===== src/rtl/psq_pkg.sv =====
package psq_pkg;

  // Control bytes of the SEQ stream
  localparam logic [7:0] BYTE_CLEAR     = 8'h93;
  localparam logic [7:0] BYTE_LOWER     = 8'h0e;
  localparam logic [7:0] BYTE_UPPER     = 8'h8e;
  localparam logic [7:0] BYTE_RVS_ON    = 8'h12;
  localparam logic [7:0] BYTE_RVS_OFF   = 8'h92;
  localparam logic [7:0] BYTE_CR_PLAIN  = 8'h0d;
  localparam logic [7:0] BYTE_CR_SHIFT  = 8'h8d;

  // Most bytes one cell can cause
  localparam int unsigned MAX_BYTES = 6;
  localparam int unsigned CNT_W     = 3;

  // Configuration register indexes
  localparam logic [1:0] REG_CHARSET = 2'd0;
  localparam logic [1:0] REG_WIDTH   = 2'd1;
  localparam logic [1:0] REG_HEIGHT  = 2'd2;

  // Reset values of the configuration registers
  localparam logic [7:0] WIDTH_RST  = 8'd40;
  localparam logic [7:0] HEIGHT_RST = 8'd25;

  // Byte run caused by one cell
  typedef struct packed {
    logic [MAX_BYTES-1:0][7:0] bytes;
    logic [CNT_W-1:0]          cnt;
    logic                      done;
  } run_t;

  // C64 colour index to color control byte
  function automatic logic [7:0] color_byte(input logic [3:0] idx);
    logic [7:0] b;
    case (idx)
      4'd0:    b = 8'h90;
      4'd1:    b = 8'h05;
      4'd2:    b = 8'h1c;
      4'd3:    b = 8'h9f;
      4'd4:    b = 8'h9c;
      4'd5:    b = 8'h1e;
      4'd6:    b = 8'h1f;
      4'd7:    b = 8'h9e;
      4'd8:    b = 8'h81;
      4'd9:    b = 8'h95;
      4'd10:   b = 8'h96;
      4'd11:   b = 8'h97;
      4'd12:   b = 8'h98;
      4'd13:   b = 8'h99;
      4'd14:   b = 8'h9a;
      4'd15:   b = 8'h9b;
      default: b = 8'h90;
    endcase
    return b;
  endfunction

  // 7-bit screen code to PETSCII
  function automatic logic [7:0] to_petscii(input logic [6:0] c);
    logic [7:0] cx;
    logic [7:0] r;
    cx = {1'b0, c};
    if (cx <= 8'h1f)       r = cx + 8'h40;
    else if (cx <= 8'h3f)  r = cx;
    else if (cx <= 8'h5d)  r = cx + 8'h80;
    else if (cx == 8'h5e)  r = 8'hff;
    else if (cx == 8'h5f)  r = 8'hdf;
    else                   r = cx + 8'h40;
    return r;
  endfunction

endpackage


===== src/rtl/psq_encode.sv =====
module psq_encode import psq_pkg::*; (
  input  logic       clk,
  input  logic       rst_n,
  input  logic       accept,
  input  logic [3:0] cell_color,
  input  logic [7:0] char_code,
  input  logic       charset_lower,
  input  logic [7:0] screen_width,
  input  logic [7:0] screen_height,
  output run_t       run
);

  logic [3:0] cur_color_r, cur_color_nxt;
  logic       color_known_r, color_known_nxt;
  logic       rvs_r, rvs_nxt;
  logic [7:0] col_r, col_nxt;
  logic [7:0] row_r, row_nxt;

  logic [8:0] width9, height9;
  logic       first_cell, color_emit, row_end, last_row, done, cr_emit;
  logic [CNT_W-1:0] n;

  // Byte run and next state for the presented cell
  always_comb begin
    width9     = (screen_width == 8'd0) ? 9'd256 : {1'b0, screen_width};
    height9    = (screen_height == 8'd0) ? 9'd256 : {1'b0, screen_height};
    first_cell = (col_r == 8'd0) && (row_r == 8'd0);
    color_emit = !color_known_r || (cell_color != cur_color_r);
    row_end    = ({1'b0, col_r} + 9'd1) >= width9;
    last_row   = ({1'b0, row_r} + 9'd1) >= height9;
    done       = row_end && last_row;
    cr_emit    = row_end && !last_row;

    run.bytes = '0;
    n = '0;
    if (first_cell) begin
      run.bytes[n] = BYTE_CLEAR;
      n = n + 1'b1;
      run.bytes[n] = charset_lower ? BYTE_LOWER : BYTE_UPPER;
      n = n + 1'b1;
    end
    if (color_emit) begin
      run.bytes[n] = color_byte(cell_color);
      n = n + 1'b1;
    end
    if (char_code[7] && !rvs_r) begin
      run.bytes[n] = BYTE_RVS_ON;
      n = n + 1'b1;
    end else if (!char_code[7] && rvs_r) begin
      run.bytes[n] = BYTE_RVS_OFF;
      n = n + 1'b1;
    end
    run.bytes[n] = to_petscii(char_code[6:0]);
    n = n + 1'b1;
    if (cr_emit) begin
      run.bytes[n] = char_code[7] ? BYTE_CR_PLAIN : BYTE_CR_SHIFT;
      n = n + 1'b1;
    end
    run.cnt  = n;
    run.done = done;

    // State update
    if (done) begin
      cur_color_nxt   = '0;
      color_known_nxt = 1'b0;
      rvs_nxt         = 1'b0;
      col_nxt         = '0;
      row_nxt         = '0;
    end else begin
      cur_color_nxt   = cell_color;
      color_known_nxt = 1'b1;
      rvs_nxt         = cr_emit ? 1'b0 : char_code[7];
      col_nxt         = row_end ? 8'd0 : col_r + 8'd1;
      row_nxt         = row_end ? row_r + 8'd1 : row_r;
    end
  end

  always_ff @(posedge clk) begin
    if (!rst_n) begin
      cur_color_r   <= '0;
      color_known_r <= 1'b0;
      rvs_r         <= 1'b0;
      col_r         <= '0;
      row_r         <= '0;
    end else if (accept) begin
      cur_color_r   <= cur_color_nxt;
      color_known_r <= color_known_nxt;
      rvs_r         <= rvs_nxt;
      col_r         <= col_nxt;
      row_r         <= row_nxt;
    end
  end

endmodule


===== src/rtl/psq_serial.sv =====
module psq_serial import psq_pkg::*; (
  input  logic       clk,
  input  logic       rst_n,
  input  logic       load,
  input  run_t       run,
  output logic       free,
  output logic       out_valid,
  input  logic       out_ready,
  output logic [7:0] out_seq_byte,
  output logic       out_last_of_run,
  output logic       out_screen_done
);

  run_t             run_r;
  logic [CNT_W-1:0] ptr_r;
  logic             valid_r;
  logic             last;

  // Present the byte under the pointer
  always_comb begin
    last            = (ptr_r == run_r.cnt - 1'b1);
    out_valid       = valid_r;
    out_seq_byte    = run_r.bytes[ptr_r];
    out_last_of_run = last;
    out_screen_done = last && run_r.done;
    free            = !valid_r || (out_ready && last);
  end

  // Run buffer: loads when empty or in the cycle its last byte leaves
  always_ff @(posedge clk) begin
    if (load) begin
      run_r <= run;
    end
  end

  always_ff @(posedge clk) begin
    if (!rst_n) begin
      valid_r <= 1'b0;
      ptr_r   <= '0;
    end else if (load) begin
      valid_r <= 1'b1;
      ptr_r   <= '0;
    end else if (valid_r && out_ready) begin
      if (last) begin
        valid_r <= 1'b0;
      end else begin
        ptr_r <= ptr_r + 1'b1;
      end
    end
  end

endmodule


===== src/rtl/petscii_screen_to_seq_stream_core.sv =====
// PETSCII screen to SEQ stream encoder.
// Input channel (in_valid/in_ready): one screen cell per transaction, in
// row-major order, carrying its color index and screen code.
// Output channel (out_valid/out_ready): one SEQ byte per transaction, with
// out_last_of_run on the final byte of a cell and out_screen_done on the
// final byte of the screen.
// Config channel (cfg_valid/cfg_ready): always ready; index 0 charset,
// 1 screen width, 2 screen height (0 means 256 for either). Write only while idle.
// Latency: a cell's first byte appears the cycle after it is accepted.
// Throughput: one byte per cycle while out_ready is high; a cell causes
// 1 to 6 bytes (typically 1 to 3), and the single run buffer in front of
// the output sets this rate. The next cell is accepted in the cycle the
// previous cell's last byte is taken.
// Reset: the encoder state returns to the start of a screen and the config
// registers take their defaults (upper charset, 40 x 25).
// When the receiver stalls, the current byte holds and in_ready drops once
// the run buffer is full.
module petscii_screen_to_seq_stream_core import psq_pkg::*; (
  input  logic       clk,
  input  logic       rst_n,
  input  logic       in_valid,
  output logic       in_ready,
  input  logic [3:0] in_cell_color,
  input  logic [7:0] in_char_code,
  output logic       out_valid,
  input  logic       out_ready,
  output logic [7:0] out_seq_byte,
  output logic       out_last_of_run,
  output logic       out_screen_done,
  input  logic       cfg_valid,
  output logic       cfg_ready,
  input  logic [1:0] cfg_index,
  input  logic [7:0] cfg_data
);

  logic       charset_r;
  logic [7:0] width_r;
  logic [7:0] height_r;
  logic       accept;
  logic       free;
  run_t       run;

  assign cfg_ready = 1'b1;
  assign in_ready  = free;
  assign accept    = in_valid && free;

  // Configuration registers
  always_ff @(posedge clk) begin
    if (!rst_n) begin
      charset_r <= 1'b0;
      width_r   <= WIDTH_RST;
      height_r  <= HEIGHT_RST;
    end else if (cfg_valid) begin
      case (cfg_index)
        REG_CHARSET: charset_r <= cfg_data[0];
        REG_WIDTH:   width_r   <= cfg_data;
        REG_HEIGHT:  height_r  <= cfg_data;
        default:     ;
      endcase
    end
  end

  psq_encode u_encode (
    .clk           (clk),
    .rst_n         (rst_n),
    .accept        (accept),
    .cell_color    (in_cell_color),
    .char_code     (in_char_code),
    .charset_lower (charset_r),
    .screen_width  (width_r),
    .screen_height (height_r),
    .run           (run)
  );

  psq_serial u_serial (
    .clk             (clk),
    .rst_n           (rst_n),
    .load            (accept),
    .run             (run),
    .free            (free),
    .out_valid       (out_valid),
    .out_ready       (out_ready),
    .out_seq_byte    (out_seq_byte),
    .out_last_of_run (out_last_of_run),
    .out_screen_done (out_screen_done)
  );

endmodule

===== config.mk =====
export PLATFORM = sky130hd
export DESIGN_NAME = petscii_screen_to_seq_stream_core
export DESIGN_NICKNAME = d
export VERILOG_FILES = /design/src/rtl/psq_pkg.sv /design/src/rtl/psq_encode.sv /design/src/rtl/psq_serial.sv /design/src/rtl/petscii_screen_to_seq_stream_core.sv
export SDC_FILE = /design/constraint.sdc
export NUM_CORES = 1
export LEC_CHECK = 0
export CAP_MARGIN = 5
export CORE_MARGIN = 8
export CORE_UTILIZATION = 28
export DETAILED_ROUTE_END_ITERATION = 8
export DONT_BUFFER_PORTS = 1
export HOLD_SLACK_MARGIN = 0.08
export PLACE_DENSITY = 0.47
export RECOVER_POWER = 50
export SLEW_MARGIN = 10
export SYNTH_ARGS = -nofsm -noshare
export SYNTH_HDL_FRONTEND = slang
export SYNTH_HIERARCHICAL = 1
export SYNTH_SLANG_ARGS = --single-unit
export TNS_END_PERCENT = 30

===== constraint.sdc =====
create_clock -name clk -period 4.1 [get_ports clk]
set_input_delay 1.025 -clock clk [delete_from_list [all_inputs] [get_ports clk]]
set_output_delay 1.025 -clock clk [all_outputs]
set_load 0.01 [all_outputs]

==> results of run 1 <==
[final cells by class]
| type | instances | area [um^2] | share of cell area |
|---|---|---|---|
| clock inverters | 6 | 46.3 | 0.00709 |
| clock buffers | 10 | 229 | 0.0351 |
| inverters | 45 | 171 | 0.0263 |
| well taps | 275 | 344 | 0.0527 |
| repair buffers | 7 | 48.8 | 0.00748 |
| multi-input cells | 442 | 3270 | 0.500 |
| flip-flops and latches | 95 | 2420 | 0.371 |
[path summary, 6_finish.rpt]
kind	slack (ps)	start	cells past startpoint	end
max	490	u_encode/row_r[0]$_SDFFE_PN0P_	13	u_serial/run_r[16]$_DFFE_PP_
min reg2reg	480	height_r[2]$_SDFFE_PN0P_	2	height_r[2]$_SDFFE_PN0P_
max reg2reg	490	u_encode/row_r[0]$_SDFFE_PN0P_	13	u_serial/run_r[16]$_DFFE_PP_
min	480	height_r[2]$_SDFFE_PN0P_	2	height_r[2]$_SDFFE_PN0P_
[routing by layer]
layer / vias up / routed length [um]
met3: 14 / 899
met1: 2085 / 7310
li1: 2163 / -
met5: - / 0
met4: 0 / 267
met2: 136 / 6600
[cell usage in the layout (no fill, tap or decap), types with 3 or more instances in the layout]
cell type  instances
dfxtp_1           43
a21boi_1           3
edfxtp_1          52
and2_1             7
xor2_1            14
xnor2_2            3
o2111ai_1          3
nor4_1             6
nand3_1           17
ha_1              36
a21oi_1           20
clkbuf_16          9
nand4_1           12
nor2_1            45
mux4_2             8
buf_4              5
o21ai_1            3
o22ai_1            9
a32o_2             3
and3_1             8
inv_1             43
o21ai_0           23
a21o_1             6
nor3_1             7
o211a_1            4
o221ai_1           3
and3_4             3
nor2b_1           11
mux2i_1           34
and3b_1            3
or3_1              3
o211ai_1           8
nor3b_1            3
xnor2_1           11
nand2_1           69
nand4b_1           5
nand2b_1          11
[kinds of logic after synthesis]
group / share of synthesized area
and+or+nand+nor: 0.197
AOI/OAI and AO/OA: 0.118
DFF: 0.401
buffers and inverters: 0.0584
muxes: 0.0898
adders and majority gates: 0.0745
xor gates and xnor gates: 0.0619
other: 0.000620
[state kept, by name (all words and copies together) (netlist names)]
signal and count:
height_r 8, charset_r 1, u_encode/col_r 8, u_serial/out_valid 1, u_encode/row_r 8, u_encode/cur_color_r 4, u_encode/color_known_r 1, u_serial/run_r 52
width_r 8, u_encode/rvs_r 1, u_serial/ptr_r 3
[through the flow]
step | hold slack, ps | util | total power, mW | worst slack (ps) | std cells
2_1_floorplan | 434 | - | 1.58 | 228 | 612
3_3_place_gp | 471 | 0.298 | 1.70 | 588 | 864
3_5_place_dp | 473 | 0.298 | 1.71 | 458 | 864
4_1_cts | 483 | 0.311 | 2.52 | 555 | 880
5_1_grt | 496 | 0.310 | 2.62 | 177 | 880
6_report | 483 | 0.310 | 2.49 | 492 | 880
[critical path: stages (launching register included)]
cell	delay [ps]
dfxtp_1	430
inv_1	80
ha_1	210
nor4b_1	150
nand4_1	170
clkbuf_1	480
inv_1	240
nand2_1	230
o21ai_0	180
ha_1	410
inv_1	100
nor2_1	160
nand4_1	280
a21boi_1	250
[power by group through the flow]
stage	logic [mW]	clock network, mW	registers (mW)
after detailed placement	0.529	0	1.18
after CTS	0.533	0.836	1.16
after floorplan	0.420	0	1.16
after global placement	0.524	0	1.18
after global routing	0.585	0.872	1.16
final	0.524	0.811	1.16
==> impl_metrics.toml, run 1 <==
[routing]
wl_per_cell_um = 17.1
drt_pass1_iterations = 5
via_count = 4398
drc = 0
ant_nets = 0
drt_iter0_drc = 374
viasPerCell = 5.00
routed_wl_um = 15100

[grt]
grtUsageMet3 = 0.0293
track_usage = 0.117
grt_pass1_vias = 4408
antenna_found_initial = 0
grt_util_met1 = 0.157
grt_busiest_layer = "met2"
grt-ovfl-total = 0
grt_first_pass_wirelength_um = 24300
grt_max_degree = 78
use_met2 = 0.178

[pwr]
p_clk_frac = 0.326
p_seq_frac = 0.464
combPwrFrac = 0.211
ir_worst_vdd_mv = 0.150
swShare = 0.304
power.leakage_nw = 2.62
internal-power_mw = 1.73
switchingPower_mw = 0.756
power_density_mw_per_mm2 = 382

[placed_design]
io_buffer_count = 0
hpwlAfterDp_um = 11200
routabilityCongestion = 0.864
dpl_cell_area_mm2 = 0.00627

[cts]
clock_latency_ps = 350
hold_buffers = 0
cts_resized = 0
cts.sinks = 95
clock-root-buffer = "clkbuf_16"
post_cts_buffers = 0
clkSlewWorstSetupHoldPaths_ps = 80
clockBufferDepth = 2
cts_tree = "built"
htreeDepth = 3
cts_made_buffers = 9

[final_layout]
drive_gt1_frac = 0.0876
syn_to_final_growth_pct = 7.97
antenna_cells = 0
fill_cells = 2184
nets = 663
fin_area_mm2 = 0.00653

[critical_path]
endpoint_kind = "flop"
startpoint_type = "flop"
path_class = "flop to flop"
arrival_ps = 3720
worstPathRequired_ps = 4210
crit_fanout = 14

[sta]
min_period_ps = 3610
min_period_over_period = 0.880
skew_ps = 10.6
worst_slew_pin_slew_ps = 1000
setup_viol = 0
slew_violations = 0
timing.final.hold_violations = 0
rsz0062_at_grt = "no"
slew-limit-headroom = 0.333
clock.fmax_mhz = 277
timing.setup.tns_ps = 0

[synthesis]
synth_area_leaders = "edfxtp_1 (26%), dfxtp_1 (14%), ha_1 (7.5%), mux2i_1 (5.6%), nand2_1 (4.3%)"
syn-cell-area_mm2 = 0.00605
seq_area_frac_synth = 0.401
synth_edf_count = 52
ys_ff_latch = 95
yosysTopAreaCellShare = 0.258
synth_common_cells = "nand2_1 (69), edfxtp_1 (52), nor2_1 (45), dfxtp_1 (43), inv_1 (42)"
synth_most_common_cell = "nand2_1"
synth_top_flop_cell = "edfxtp_1"
syn-num-nets = 675
ys_warn_count = 6
async_reset_ff_frac = 0
yosys.area.top_type = "edfxtp_1"
ys_types = 77
syn_inst = 612
syn_area_per_cell_um2 = 9.88

[outcome]
outcome = "complete, no violations"

[floorplan]
initial_core_util = 0.287
die_w_um = 163
dieArea_mm2 = 0.0265
boundaryPins = 40
core-area_mm2 = 0.0211
die_y_um = 163
num_rows = 53

[min_path]
hold_class = "flop to flop"

[flow_run]
maxCapViolCount = 0
(Power assumes the default switching activity.)
==> run 2, diff against run 1 <==
--- a/config.mk
+++ b/config.mk
@@ -11,6 +11,7 @@
 export DETAILED_ROUTE_END_ITERATION = 8
 export DONT_BUFFER_PORTS = 1
 export HOLD_SLACK_MARGIN = 0.08
+export MAX_ROUTING_LAYER = met4
 export PLACE_DENSITY = 0.47
 export RECOVER_POWER = 50
 export SLEW_MARGIN = 10
==> impl_metrics.toml, run 2 (synthesis results as in run 1) <==
[outcome]
outcome = "complete, no violations"

[pwr]
ir_worst_vdd_mv = 0.152
power.leakage_nw = 2.62
power_density_mw_per_mm2 = 381

[routing]
wl_per_cell_um = 17.2
drt_pass1_iterations = 5
ant_nets = 0
routed_wl_um = 15100
drc = 0
drt_iter0_drc = 375
via_count = 4385
viasPerCell = 4.98

[floorplan]
die_y_um = 163
boundaryPins = 40
num_rows = 53
core-area_mm2 = 0.0211
die_w_um = 163
dieArea_mm2 = 0.0265
initial_core_util = 0.287

[cts]
clockBufferDepth = 2
cts.sinks = 95
clock-root-buffer = "clkbuf_16"
cts_tree = "built"
htreeDepth = 3
cts_resized = 0
clock_latency_ps = 350
post_cts_buffers = 0
hold_buffers = 0
cts_made_buffers = 9
clkSlewWorstSetupHoldPaths_ps = 80

[critical_path]
path_class = "flop to flop"
critPathMaxStageDelay_ps = 460
path_common_cell = "inv_1"
crit_chain = "inv_1, ha_1, nor4b_1, nand4_1, clkbuf_1, inv_1, nand2_1, o21ai_0, ha_1, inv_1, nor2_1, nand4_1, a21boi_1"
startpoint_type = "flop"
endpoint_kind = "flop"
cp_slowest_cell = "clkbuf_1"
arrival_ps = 3680
worstPathRequired_ps = 4210
crit_fanout = 14
rrSetupSlack_ps = 530

[sta]
hold_slack_ps = 482
setup_viol = 0
clock.fmax_mhz = 280
slew_violations = 0
timing.final.hold_violations = 0
slew-limit-headroom = 0.531
rsz0062_at_grt = "no"
skew_ps = 12.2
worst_slew_pin_slew_ps = 704
min_period_over_period = 0.872
timing.setup.tns_ps = 0
min_period_ps = 3570

[grt]
grt_max_degree = 78
grt-ovfl-total = 0
track_usage = 0.120
grt_first_pass_wirelength_um = 24300
antenna_found_initial = 0
grt_pass1_vias = 4414

[placed_design]
io_buffer_count = 0
hpwlAfterDp_um = 11200
routabilityCongestion = 0.877
dp_cells = 864

[final_layout]
drive_gt1_frac = 0.0876
antenna_cells = 0
nets = 663
syn_to_final_growth_pct = 8.17
final_common_cell = "nand2_1"
fin_cells = 880
largest_reg_flops = 52
layout_common_cells = "nand2_1 (69), edfxtp_1 (52), nor2_1 (45)"
fin_util = 0.310
top_register = "u_serial/run_r"

[min_path]
hold_class = "flop to flop"

[flow_run]
maxCapViolCount = 0
==> run 2: changes by cell type in the layout (fill, tap and decap cells not counted) <==
cell | previous run | this run
buf_12 | 0 | 1
clkbuf_4 | 1 | 0
==> run 2: metrics by stage <==
stage	setup slack (ps)	area [um^2]	total power [mW]
after floorplan	228	6050	1.58
final	526	6540	2.49
after detailed placement	458	6270	1.71
after global routing	177	6540	2.62
after CTS	555	6550	2.52
after global placement	588	6270	1.70
==> run 2: path summary, 6_finish.rpt <==
check,cells past startpoint,startpoint,to
max,13,u_encode/row_r[0]$_SDFFE_PN0P_,u_serial/run_r[16]$_DFFE_PP_
min reg2reg,2,height_r[2]$_SDFFE_PN0P_,height_r[2]$_SDFFE_PN0P_
max reg2reg,13,u_encode/row_r[0]$_SDFFE_PN0P_,u_serial/run_r[16]$_DFFE_PP_
min,2,height_r[2]$_SDFFE_PN0P_,height_r[2]$_SDFFE_PN0P_
==> run 2: area by class of cell <==
class | instances | area [um^2]
well taps | 275 | 344
fillers | 2182 | 14500
flip-flops and latches | 95 | 2420
multi-input cells | 442 | 3270
clock inverters | 6 | 46.3
inverters | 45 | 171
clock buffers | 10 | 229
repair buffers | 7 | 61.3
==> run 2: per-layer routing <==
| layer | up-vias | GRT usage | wire length [um] |
|---|---|---|---|
| met5 | - | - | 0 |
| met4 | 0 | 0.0413 | 228 |
| met3 | 11 | 0.0278 | 804 |
| met2 | 118 | 0.179 | 6720 |
| met1 | 2093 | 0.156 | 7340 |
| li1 | 2163 | - | - |
==> run 2: where the power goes <==
| part | switching [mW] | internal, mW | total (mW) |
|---|---|---|---|
| registers | 0.0394 | 1.11 | 1.15 |
| logic | 0.324 | 0.203 | 0.527 |
| clock network | 0.393 | 0.418 | 0.811 |
| total | 0.756 | 1.74 | 2.49 |
==> run 2: worst max-delay path: cells and delay by family (launching register included) <==
kind	cells	cell delay (ps)
and+or+nand+nor	5	980
buffers and inverters	4	870
AOI/OAI and AO/OA	2	430
adders and majority gates	2	620
DFF	1	430
==> run 3, diff against run 2 <==
--- a/config.mk
+++ b/config.mk
@@ -5,14 +5,13 @@
 export SDC_FILE = /design/constraint.sdc
 export NUM_CORES = 1
 export LEC_CHECK = 0
-export CAP_MARGIN = 5
+export CAP_MARGIN = 10
 export CORE_MARGIN = 8
 export CORE_UTILIZATION = 28
 export DETAILED_ROUTE_END_ITERATION = 8
 export DONT_BUFFER_PORTS = 1
 export HOLD_SLACK_MARGIN = 0.08
 export MAX_ROUTING_LAYER = met4
-export PLACE_DENSITY = 0.47
 export RECOVER_POWER = 50
 export SLEW_MARGIN = 10
 export SYNTH_ARGS = -nofsm -noshare
==> impl_metrics.toml, run 3 (synthesis results as in run 1) <==
[cts]
clockBufferDepth = 2
post_cts_buffers = 0
htreeDepth = 3
clkSlewWorstSetupHoldPaths_ps = 70
cts_made_buffers = 9
cts_tree = "built"
cts_resized = 0
clock_latency_ps = 340
cts.sinks = 95
hold_buffers = 0
clock-root-buffer = "clkbuf_16"

[critical_path]
timing.rr.start = "u_encode/row_r[0]$_SDFFE_PN0P_"
endpoint_kind = "flop"
worstRegToRegCells = 12
critPathMaxStageDelay_ps = 470
arrival_ps = 3760
cp_slowest_cell = "clkbuf_1"
startpoint_type = "flop"
crit_start = "u_encode/row_r[0]$_SDFFE_PN0P_"
worstPathRequired_ps = 4180
crit_chain = "inv_1, ha_1, nor4b_1, nand4_1, clkbuf_1, inv_1, ha_1, nor3_1, o21ai_0, o211a_1, a221oi_1, mux2i_1"
timing.rr.end = "u_serial/run_r[27]$_DFFE_PP_"
crit_fanout = 14
rrSetupSlack_ps = 420
crit_end = "u_serial/run_r[27]$_DFFE_PP_"
path_class = "flop to flop"

[sta]
setup_viol = 0
clock.fmax_mhz = 271
min_period_over_period = 0.898
slew-limit-headroom = 0.497
rsz0062_at_grt = "no"
slew_violations = 0
timing.final.hold_violations = 0
timing.setup.tns_ps = 0
min_period_ps = 3680
worst_slew_pin_slew_ps = 753
skew_ps = 8.91

[floorplan]
initial_core_util = 0.287
boundaryPins = 40
core-area_mm2 = 0.0211
die_w_um = 163
num_rows = 53
die_y_um = 163
dieArea_mm2 = 0.0265

[placed_design]
dpl_cell_area_mm2 = 0.00628
io_buffer_count = 0
routabilityCongestion = 0.823
hpwlAfterDp_um = 10400

[pwr]
ir_worst_vdd_mv = 0.221
switchingPower_mw = 0.710
power.leakage_nw = 2.64
power.total_mw = 2.53
combPwrFrac = 0.203
p_clk_frac = 0.341
power_density_mw_per_mm2 = 385
p_seq_frac = 0.456
internal-power_mw = 1.82
swShare = 0.280

[routing]
viasPerCell = 4.94
drc = 0
ant_nets = 0
via_count = 4353
drt_iter0_drc = 347
drt_pass1_iterations = 4
routed_wl_um = 13600
wl_per_cell_um = 15.4

[grt]
grt_max_degree = 69
grt_pass1_vias = 4124
grt-ovfl-total = 0
grt_first_pass_wirelength_um = 22200
track_usage = 0.107
antenna_found_initial = 0

[final_layout]
drive_gt1_frac = 0.0891
final_common_cell = "nand2_1"
largest_reg_flops = 52
antenna_cells = 0
top_register = "u_serial/run_r"
fill_cells = 2187
fin_area_mm2 = 0.00658
seq_area_mm2 = 0.00242
syn_to_final_growth_pct = 8.84
nets = 664
multi_input_comb_area_mm2 = 0.00326
layout_common_cells = "nand2_1 (69), edfxtp_1 (52), nor2_1 (45)"

[min_path]
hold_class = "flop to flop"

[flow_run]
maxCapViolCount = 0

[outcome]
outcome = "complete, no violations"
-- run 3: cell types whose count changed in the layout (fill, tap and decap cells not counted) --
cell / delta
inv_4: +1
buf_4: +1
inv_8: -1
nor3_2: -1
nor3_1: +1
clkbuf_16: +2
clkinv_4: -2
clkinv_1: -1
clkbuf_8: +1
-- run 3: worst max-delay path, delay by kind of cell (launching register included) --
kind / cells / cell delay, ps
AOI/OAI and AO/OA: 3 / 800
adders and majority gates: 2 / 500
buffers and inverters: 3 / 780
DFF: 1 / 440
muxes: 1 / 120
and+or+nand+nor: 3 / 790
-- run 3: per-stage QoR --
stage / cells / util / setup slack [ps] / hold WS, ps
global route: 881 / 0.312 / 191 / 505
global placement: 865 / 0.298 / 560 / 464
floorplan: 612 / - / 228 / 434
CTS: 881 / 0.313 / 614 / 484
finish: 881 / 0.312 / 417 / 479
detailed placement: 865 / 0.298 / 492 / 474
-- run 3: final cells by class --
cell class / instances / share of cell area
multi-input cells: 442 / 0.496
flip-flops and latches: 95 / 0.368
well taps: 275 / 0.0523
clock buffers: 13 / 0.0445
inverters: 45 / 0.0261
repair buffers: 8 / 0.0105
clock inverters: 3 / 0.00304
-- run 3: worst min-delay path by stage --
stage	start	end	depth (start not counted)
2_1_floorplan	charset_r$_SDFFE_PN0P_	charset_r$_SDFFE_PN0P_	2
3_3_place_gp	width_r[1]$_SDFFE_PN0P_	width_r[1]$_SDFFE_PN0P_	2
3_5_place_dp	width_r[1]$_SDFFE_PN0P_	width_r[1]$_SDFFE_PN0P_	2
4_1_cts	width_r[1]$_SDFFE_PN0P_	width_r[1]$_SDFFE_PN0P_	2
5_1_grt	height_r[6]$_SDFFE_PN0P_	height_r[6]$_SDFFE_PN0P_	2
6_report	height_r[6]$_SDFFE_PN0P_	height_r[6]$_SDFFE_PN0P_	2
-- run 3: power by group through the flow --
stage                     sequential, mW  clock (mW)  combinational [mW]
after floorplan                     1.16           0               0.420
after global placement              1.18           0               0.516
after detailed placement            1.18           0               0.516
after CTS                           1.16       0.889               0.519
after global routing                1.16       0.931               0.571
final                               1.15       0.863               0.514
-- run 3: layer usage --
metal / up-vias / share of wire / GRT usage
li1: 2171 / - / -
met1: 2064 / 0.49 / 0.144
met2: 107 / 0.45 / 0.160
met3: 11 / 0.049 / 0.0210
met4: 0 / 0.012 / 0.0350
met5: - / 0 / -
